## config.mk

```make
export PLATFORM = sky130hd
export DESIGN_NAME = varint_prefix_decoder_u32
export DESIGN_NICKNAME = d
export VERILOG_FILES = /design/src/rtl/core/vpd_pkg.sv /design/src/rtl/core/varint_prefix_decoder_u32.sv
export SDC_FILE = /design/constraint.sdc
export NUM_CORES = 1
export LEC_CHECK = 0
export BUFFER_PORTS_ARGS = -buffer_cell sky130_fd_sc_hd__buf_2
export CORE_ASPECT_RATIO = 1.2
export CORE_MARGIN = 2
export CORE_UTILIZATION = 55
export CTS_CLUSTER_SIZE = 14
export DETAILED_ROUTE_END_ITERATION = 6
export HOLD_SLACK_MARGIN = 0.02
export PLACE_DENSITY = 0.77
export SYNTH_ARGS = -nofsm -noshare
export SYNTH_HDL_FRONTEND = slang
export SYNTH_SLANG_ARGS = --single-unit
```

## constraint.sdc

```tcl
create_clock -name i_clk -period 16.9 [get_ports i_clk]
set_input_delay 4.225 -clock i_clk [delete_from_list [all_inputs] [get_ports i_clk]]
set_output_delay 4.225 -clock i_clk [all_outputs]
set_load 0.03 [all_outputs]
```

## src/rtl/core/vpd_pkg.sv

```systemverilog
`timescale 1ns / 1ps
`default_nettype none

package vpd_pkg;

    // Byte flags and payload masks
    localparam logic [7:0] CONT_BIT  = 8'h80;
    localparam logic [7:0] LOW7_MASK = 8'h7f;
    localparam logic [7:0] LOW4_MASK = 8'h0f;

    // Width of the per-varint byte counter
    localparam int COUNT_W = 4;

    // Result status codes
    typedef enum logic [1:0] {
        ST_OK    = 2'd0,
        ST_SHORT = 2'd1,
        ST_LONG  = 2'd2
    } t_status;

    // One input beat
    typedef struct packed {
        logic [7:0] data_byte;
        logic       buffer_end;
    } t_in_beat;

    // One result beat
    typedef struct packed {
        t_status              status;
        logic [31:0]          decoded_value;
        logic [COUNT_W-1:0]   prefix_length;
    } t_out_beat;

endpackage

`default_nettype wire

```

## src/rtl/core/varint_prefix_decoder_u32.sv

```systemverilog
// Each byte passes through the input register; its result beat goes to the output register.
// Throughput: 1 byte per cycle unless stalled; accumulator update is a mask, shift and OR.
// A byte that causes no result never waits on the output side.
// Reset (synchronous, active low) clears both valid flags, the accumulator and the
// byte counter; the block is ready for a new varint on the first cycle after reset.
`timescale 1ns / 1ps
`default_nettype none

module varint_prefix_decoder_u32 #(
    parameter int MAX_PREFIX_BYTES = 10
) (
    input  wire                 i_clk,
    input  wire                 i_rst_n,
    input  wire                 i_in_valid,
    input  vpd_pkg::t_in_beat   i_in_beat,
    output logic                o_in_stall,
    output logic                o_out_valid,
    output vpd_pkg::t_out_beat  o_out_beat,
    input  wire                 i_out_stall
);
    import vpd_pkg::*;

    localparam logic [COUNT_W-1:0] MAX_POS = COUNT_W'(MAX_PREFIX_BYTES);

    // Input register
    logic                 r_in_valid;
    t_in_beat             r_in_beat;

    // Varint state
    logic [31:0]          r_acc;
    logic [COUNT_W-1:0]   r_count;
    logic [31:0]          n_acc;
    logic [COUNT_W-1:0]   n_count;

    // Output register
    logic                 r_out_valid;
    t_out_beat            r_out_beat;
    t_out_beat            n_out_beat;

    logic [COUNT_W-1:0]   pos;
    logic [31:0]          payload;
    logic [31:0]          acc_sum;
    logic                 has_result;
    logic                 out_free;
    logic                 s1_fire;
    logic                 in_take;

    // Place the payload bits of this byte by its position in the varint
    always_comb begin
        case (r_count)
            4'd0:    payload = {24'd0, r_in_beat.data_byte & LOW7_MASK};
            4'd1:    payload = {18'd0, r_in_beat.data_byte[6:0], 7'd0};
            4'd2:    payload = {11'd0, r_in_beat.data_byte[6:0], 14'd0};
            4'd3:    payload = {4'd0, r_in_beat.data_byte[6:0], 21'd0};
            4'd4:    payload = {(r_in_beat.data_byte[3:0] & LOW4_MASK[3:0]), 28'd0};
            default: payload = 32'd0;
        endcase
    end

    assign pos     = r_count + COUNT_W'(1);
    assign acc_sum = r_acc | payload;

    // Decide the result of the byte in the input register
    always_comb begin
        has_result               = 1'b1;
        n_out_beat.status        = ST_OK;
        n_out_beat.decoded_value = 32'd0;
        n_out_beat.prefix_length = '0;
        n_acc                    = 32'd0;
        n_count                  = '0;
        if ((r_in_beat.data_byte & CONT_BIT) == 8'd0) begin
            n_out_beat.decoded_value = acc_sum;
            n_out_beat.prefix_length = pos;
        end else if (pos >= MAX_POS) begin
            n_out_beat.status = ST_LONG;
        end else if (r_in_beat.buffer_end) begin
            n_out_beat.status = ST_SHORT;
        end else begin
            has_result = 1'b0;
            n_acc      = acc_sum;
            n_count    = pos;
        end
    end

    // Handshake: advance the input stage when it has no result or its result has room
    assign out_free   = !r_out_valid || !i_out_stall;
    assign s1_fire    = r_in_valid && (!has_result || out_free);
    assign o_in_stall = r_in_valid && !s1_fire;
    assign in_take    = i_in_valid && !o_in_stall;

    // Control and state registers
    always_ff @(posedge i_clk) begin
        if (!i_rst_n) begin
            r_in_valid  <= 1'b0;
            r_out_valid <= 1'b0;
            r_acc       <= 32'd0;
            r_count     <= '0;
        end else begin
            if (in_take) begin
                r_in_valid <= 1'b1;
            end else if (s1_fire) begin
                r_in_valid <= 1'b0;
            end
            if (s1_fire && has_result) begin
                r_out_valid <= 1'b1;
            end else if (!i_out_stall) begin
                r_out_valid <= 1'b0;
            end
            if (s1_fire) begin
                r_acc   <= n_acc;
                r_count <= n_count;
            end
        end
    end

    // Payload registers
    always_ff @(posedge i_clk) begin
        if (in_take) begin
            r_in_beat <= i_in_beat;
        end
        if (s1_fire && has_result) begin
            r_out_beat <= n_out_beat;
        end
    end

    assign o_out_valid = r_out_valid;
    assign o_out_beat  = r_out_beat;

`ifndef SYNTHESIS
    a_err_zero: assert property (@(posedge i_clk) disable iff (!i_rst_n)
        (o_out_valid && o_out_beat.status != ST_OK) |->
        (o_out_beat.decoded_value == 32'd0 && o_out_beat.prefix_length == '0))
        else $error("error beat carries nonzero value or length");

    a_ok_len: assert property (@(posedge i_clk) disable iff (!i_rst_n)
        (o_out_valid && o_out_beat.status == ST_OK) |->
        (o_out_beat.prefix_length != '0 && o_out_beat.prefix_length <= MAX_POS))
        else $error("decoded beat length out of range");

    a_count_range: assert property (@(posedge i_clk) disable iff (!i_rst_n)
        r_count < MAX_POS)
        else $error("byte counter reached the prefix limit");

    a_hold_stage: assert property (@(posedge i_clk) disable iff (!i_rst_n)
        (r_in_valid && !s1_fire) |=> (r_in_valid && $stable(r_in_beat)))
        else $error("stalled input stage lost its byte");
`endif

endmodule

`default_nettype wire
```

* Word-level counts from Yosys, hierarchy flattened
Index checks and enable logic that the tools add are counted.
** Storage, ports and cells
- Word-level logic and storage cells :: 49
- Register bits :: 85
- Memory bits (read-only) :: 0
- Output and inout bits :: 40
- Memory bits (writable) :: 0
- Bits in latches :: 0
- Memories kept :: 0
** Operators by class
- Equality and inequality tests :: 5
- Divide/modulo/power cells :: 0
- Multiplexer cells :: 16
- Bitwise gates (word level) :: 1
- $mul :: 0
- Order comparisons :: 1
- Shift operators :: 0
- Add/sub/neg operators :: 1
- Reductions and logical operators :: 15
** Operators by type and width (count)
- case mux 32 bit (5 select lines) :: 1
- 2-to-1 mux 32 bit :: 3
- bitwise OR 32 bit :: 1
- 2-to-1 mux 4 bit :: 3
- == test 4 x 2 -> 1 bit (second input constant) :: 2
- logical NOT 8 bit :: 1
- 2-to-1 mux 1 bit :: 8
- logical NOT 1 bit :: 5
- adder 4 x 1 -> 4 bit (second input constant) :: 1
- == test 4 x 1 -> 1 bit (second input constant) :: 1
- == test 4 x 3 -> 1 bit (second input constant) :: 1
- greater-or-equal comparator 4 bit (second input constant) :: 1
- logical AND 1 bit :: 4
- logical NOT 4 bit :: 1
- logical OR 1 bit :: 2
- 2-to-1 mux 2 bit :: 1
- != test 2 x 1 -> 1 bit (second input constant) :: 1
- nonzero test 2 bit :: 1
- OR reduction 2 bit :: 1

* Logic depth before layout (Yosys ltp)
- Depth after elaboration :: 12
- Mapped depth :: 7

* Worst setup path after synthesis
Ideal clock, no wire load.
- Kind :: input to output
- Start point :: input i_out_stall
- End point :: output o_in_stall
- Stages on the path :: 2
- Slack :: 7.643 ns
- Buffers on the path :: 0
- Arrival time :: 5.032 ns
- Cell sequence :: nand2_1 > nor4_2
** Between the ends
- Word-level cells in the longest chain between the ends :: 6
** RTL lines
- from (decl) :: line varint_prefix_decoder_u32.sv:19 : input wire i_out_stall
- logical NOT 1 bit
- logical OR 1 bit :: line varint_prefix_decoder_u32.sv:86 : assign out_free = !r_out_valid || !i_out_stall;
- logical OR 1 bit :: line varint_prefix_decoder_u32.sv:87 : assign s1_fire = r_in_valid && (!has_result || out_free);
- logical AND 1 bit :: line varint_prefix_decoder_u32.sv:87
- logical NOT 1 bit :: line varint_prefix_decoder_u32.sv:88 : assign o_in_stall = r_in_valid && !s1_fire;
- logical AND 1 bit :: line varint_prefix_decoder_u32.sv:88
- to (decl) :: line varint_prefix_decoder_u32.sv:16 : output logic o_in_stall,
No other way between the ends.

* Final worst setup path
Ends and elaborated chain as after synthesis.

==> results.yml <==
final_layout:
  nNetsFinal: 435
  postLayoutCellArea_mm2: 0.00429
  instances_no_fill: 510
  syn2layout_area_growth_pct: 13.1
  drive_gt1_share_pct: 25.8
  num_antenna_cells: 0
clock_tree:
  clk_pin_slew_ps: 80
  clockBufferDepth: 2
  cts-root-buf: "clkbuf_8"
  cts_sinks: 85
  htreeDepth: 3
  cts_tree: "done"
  post_cts_buffers: 0
  cts_buffers: 9
  insertion_delay_ps: 360
  cts_hold_buf: 0
  ctsResizeCount: 0
min_path:
  hold_class: "flop to flop"
  hp-start: "r_acc[21]$_SDFFE_PN0P_"
  min_path_cells: 2
  hold_path_end: "r_acc[21]$_SDFFE_PN0P_"
sta:
  fin_ws_ps: 7680
  finalSetupViolations: 0
  maxSlewHeadroom_pct: 38.1
  hold_violations: 0
  tns_ps: 0
  clock.fmax_mhz: 108
  tightestPinTransition_ps: 926
  period_needed_ps: 9220
  grt_setup_unrepaired: "false"
  period_share_pct: 54.6
  clock_skew_ps: 13.9
  report.final.slew_viol_count: 0
worst_setup_path:
  critPathTopFamily: "simple AND/OR/NAND/NOR gates"
  timing.critical_path.mode_cell: "buf_2"
  required_ps: 12680
  cp_data_arrival_time_ps: 5000
  cp_num_buf_inv: 2
  slowest_delay_ps: 340
  r2r_slack_ps: 14070
  crit_path_end_kind: "primary output"
  reg2reg_depth: 6
  crit_type: "input port to primary output"
  worstPathMaxFanout: 3
  crit_path_start_kind: "input port"
  critPathSlowestCell: "nor4_2"
  cp_cell_sequence: "buf_2, nand2_1, nor4_2, buf_2"
  reg2reg_from: "r_in_beat[8]$_DFFE_PP_"
  timing.rr.end: "r_in_beat[2]$_DFFE_PP_"
place:
  portBuffers: 52
  place_ws_ps: 7680
  placed_cells: 494
  dp_hpwl_um: 5350
  placed_cell_area_mm2: 0.00406
  gp_congestion: 0.872
floorplanning:
  num_rows: 33
  die_w_um: 79.8
  initial_core_util_pct: 55.9
  fp.dieH_um: 94.9
  io_pins: 53
  core_area_mm2: 0.00677
  die-area_mm2: 0.00757
outcome:
  status: "finished, final reports clean"
detailed_routing:
  ant_nets: 0
  avgViaCountPerCell: 5.65
  drtIter0Drc: 310
  avgRoutedWirePerCell_um: 15.9
  drc: 0
  firstDrtPassIters: 4
  route.vias.total: 2879
  wl_um: 8100
global_route:
  grt_start_max_net_pins: 42
  use_met3_pct: 3.54
  gr-max-usage-layer: "met2"
  grtUsageTotal_pct: 23.2
  grt_pass1_vias: 2662
  overflow: 0
  grtUsageMet2_pct: 37.7
  gr-usage-met1_pct: 29.9
  grt_antenna_before_repair: 0
  grt_pass1_wl_um: 13300
yosys:
  syn_nets: 394
  synth_mux_area_share_pct: 0.264
  synth_area_mm2: 0.00379
  synth_compound_gate_area_share_pct: 22.5
  yosys.area_share.xor_xnor_pct: 0.462
  yosysSeqAreaShare_pct: 57.3
  avgSynthCellArea_um2: 10.0
  synth.distinct_cells: 34
  synth_adder_area_share_pct: 1.32
  synthSimpleGateAreaFrac_pct: 13.8
  synth_top_family_by_area: "compound AO/OA/AOI/OAI gates"
  netlist_instances: 377
  synth-seq-cells: 85
  yosysWarnings: 0
power_and_ir_drop:
  power_density_mw_per_mm2: 99.1
  peakVddDrop_v: 0.0000591
  p_leak_nw: 1.47
flow_run:
  drv_cap: 0
through the flow:
step           util, %  total power (W)  hold WS [ps]
2_1_floorplan        -         0.000262           490
3_3_place_gp      60.0         0.000271           504
3_5_place_dp      60.0         0.000272           507
4_1_cts           63.3         0.000427           528
5_1_grt           63.3         0.000439           554
6_report          63.3         0.000425           529
how the worst max path moves through the flow:
stage	cells after the start	slack [ps]	startpoint	end
final	4	7680	i_out_stall	o_in_stall
after global routing	4	7590	i_out_stall	o_in_stall
after CTS	4	7680	i_out_stall	o_in_stall
after detailed placement	4	7680	i_out_stall	o_in_stall
after global placement	4	7730	i_out_stall	o_in_stall
after floorplan	2	7640	i_out_stall	o_in_stall
registers in the layout, indices dropped and copies added, names as in the netlist:
register     cells
o_out_beat      38
o_out_valid      1
r_acc           32
r_count          4
r_in_beat        9
r_in_valid       1
cells in the mapped netlist, drive strengths merged:
cell / instances / share of area, %
o211ai: 1 / 0.20
nand2b: 1 / 0.17
inv: 4 / 0.40
nand3: 1 / 0.13
mux2i: 1 / 0.26
buf: 15 / 2.6
nor2: 77 / 7.6
o211a: 1 / 0.26
nor2b: 3 / 0.50
nand3b: 2 / 0.40
and2: 5 / 0.83
edfxtp: 47 / 37
clkbuf: 13 / 1.3
xor2: 2 / 0.46
a21oi: 96 / 16
nor4: 3 / 1.1
nor3: 2 / 0.26
nand2: 13 / 1.3
dfxtp: 38 / 20
or3b: 5 / 1.2
o41ai: 1 / 0.73
ha: 4 / 1.3
nor3b: 2 / 0.40
o31a: 1 / 0.23
o21a: 2 / 0.40
o21ai: 33 / 4.4
o22ai: 4 / 0.66
placed cells by master, fill, tap and decap left out, types with 3 or more instances in the layout:
cell type  count
nor2_1        77
clkbuf_8       9
edfxtp_1      47
buf_4          6
ha_1           4
o22ai_1        4
a21oi_2       30
nor2b_1        3
o21ai_0       33
inv_1          4
buf_2         52
dfxtp_1       38
or3b_1         5
a21oi_1       66
and2_0         4
nand2_1       13
worst reg2reg max path, cell delays in order, from the launching register on:
cell      delay, ps
edfxtp_1        330
buf_4           340
or3b_1          430
mux2i_2         140
buf_4           360
nor4_2          110
nor2b_1         730
final cells by class:
class	instances	area [µm²]
Clock inverter	7	98.8
Multi-Input combinational cell	260	1460
Clock buffer	9	124
Inverter	4	15.0
Sequential cell	85	2170
Fill cell	579	2480
Timing Repair Buffer	58	305
Tap cell	87	109
kinds of logic after synthesis:
kind of cell	count (synthesis)
multiplexers	1
buffers and inverters	32
XOR/XNOR	2
AND/OR/NAND/NOR	114
AO/OA/AOI/OAI	139
flip-flops	85
adder cells (fa/ha/maj)	4
routing by layer:
| layer | up-vias | share of wire (%) |
|---|---|---|
| met5 | - | 0 |
| met4 | 0 | 1.6 |
| met3 | 11 | 6.4 |
| met2 | 105 | 51 |
| met1 | 1350 | 41 |
| li1 | 1413 | - |
where the power goes:
part	switching [W]	internal, W	leakage [nW]	total (W)
clock	0.0000739	0.0000839	0.110	0.000158
combinational	0.0000281	0.0000101	0.620	0.0000381
sequential	0.00000438	0.000225	0.745	0.000229
Power figures use the tool's default switching activity.
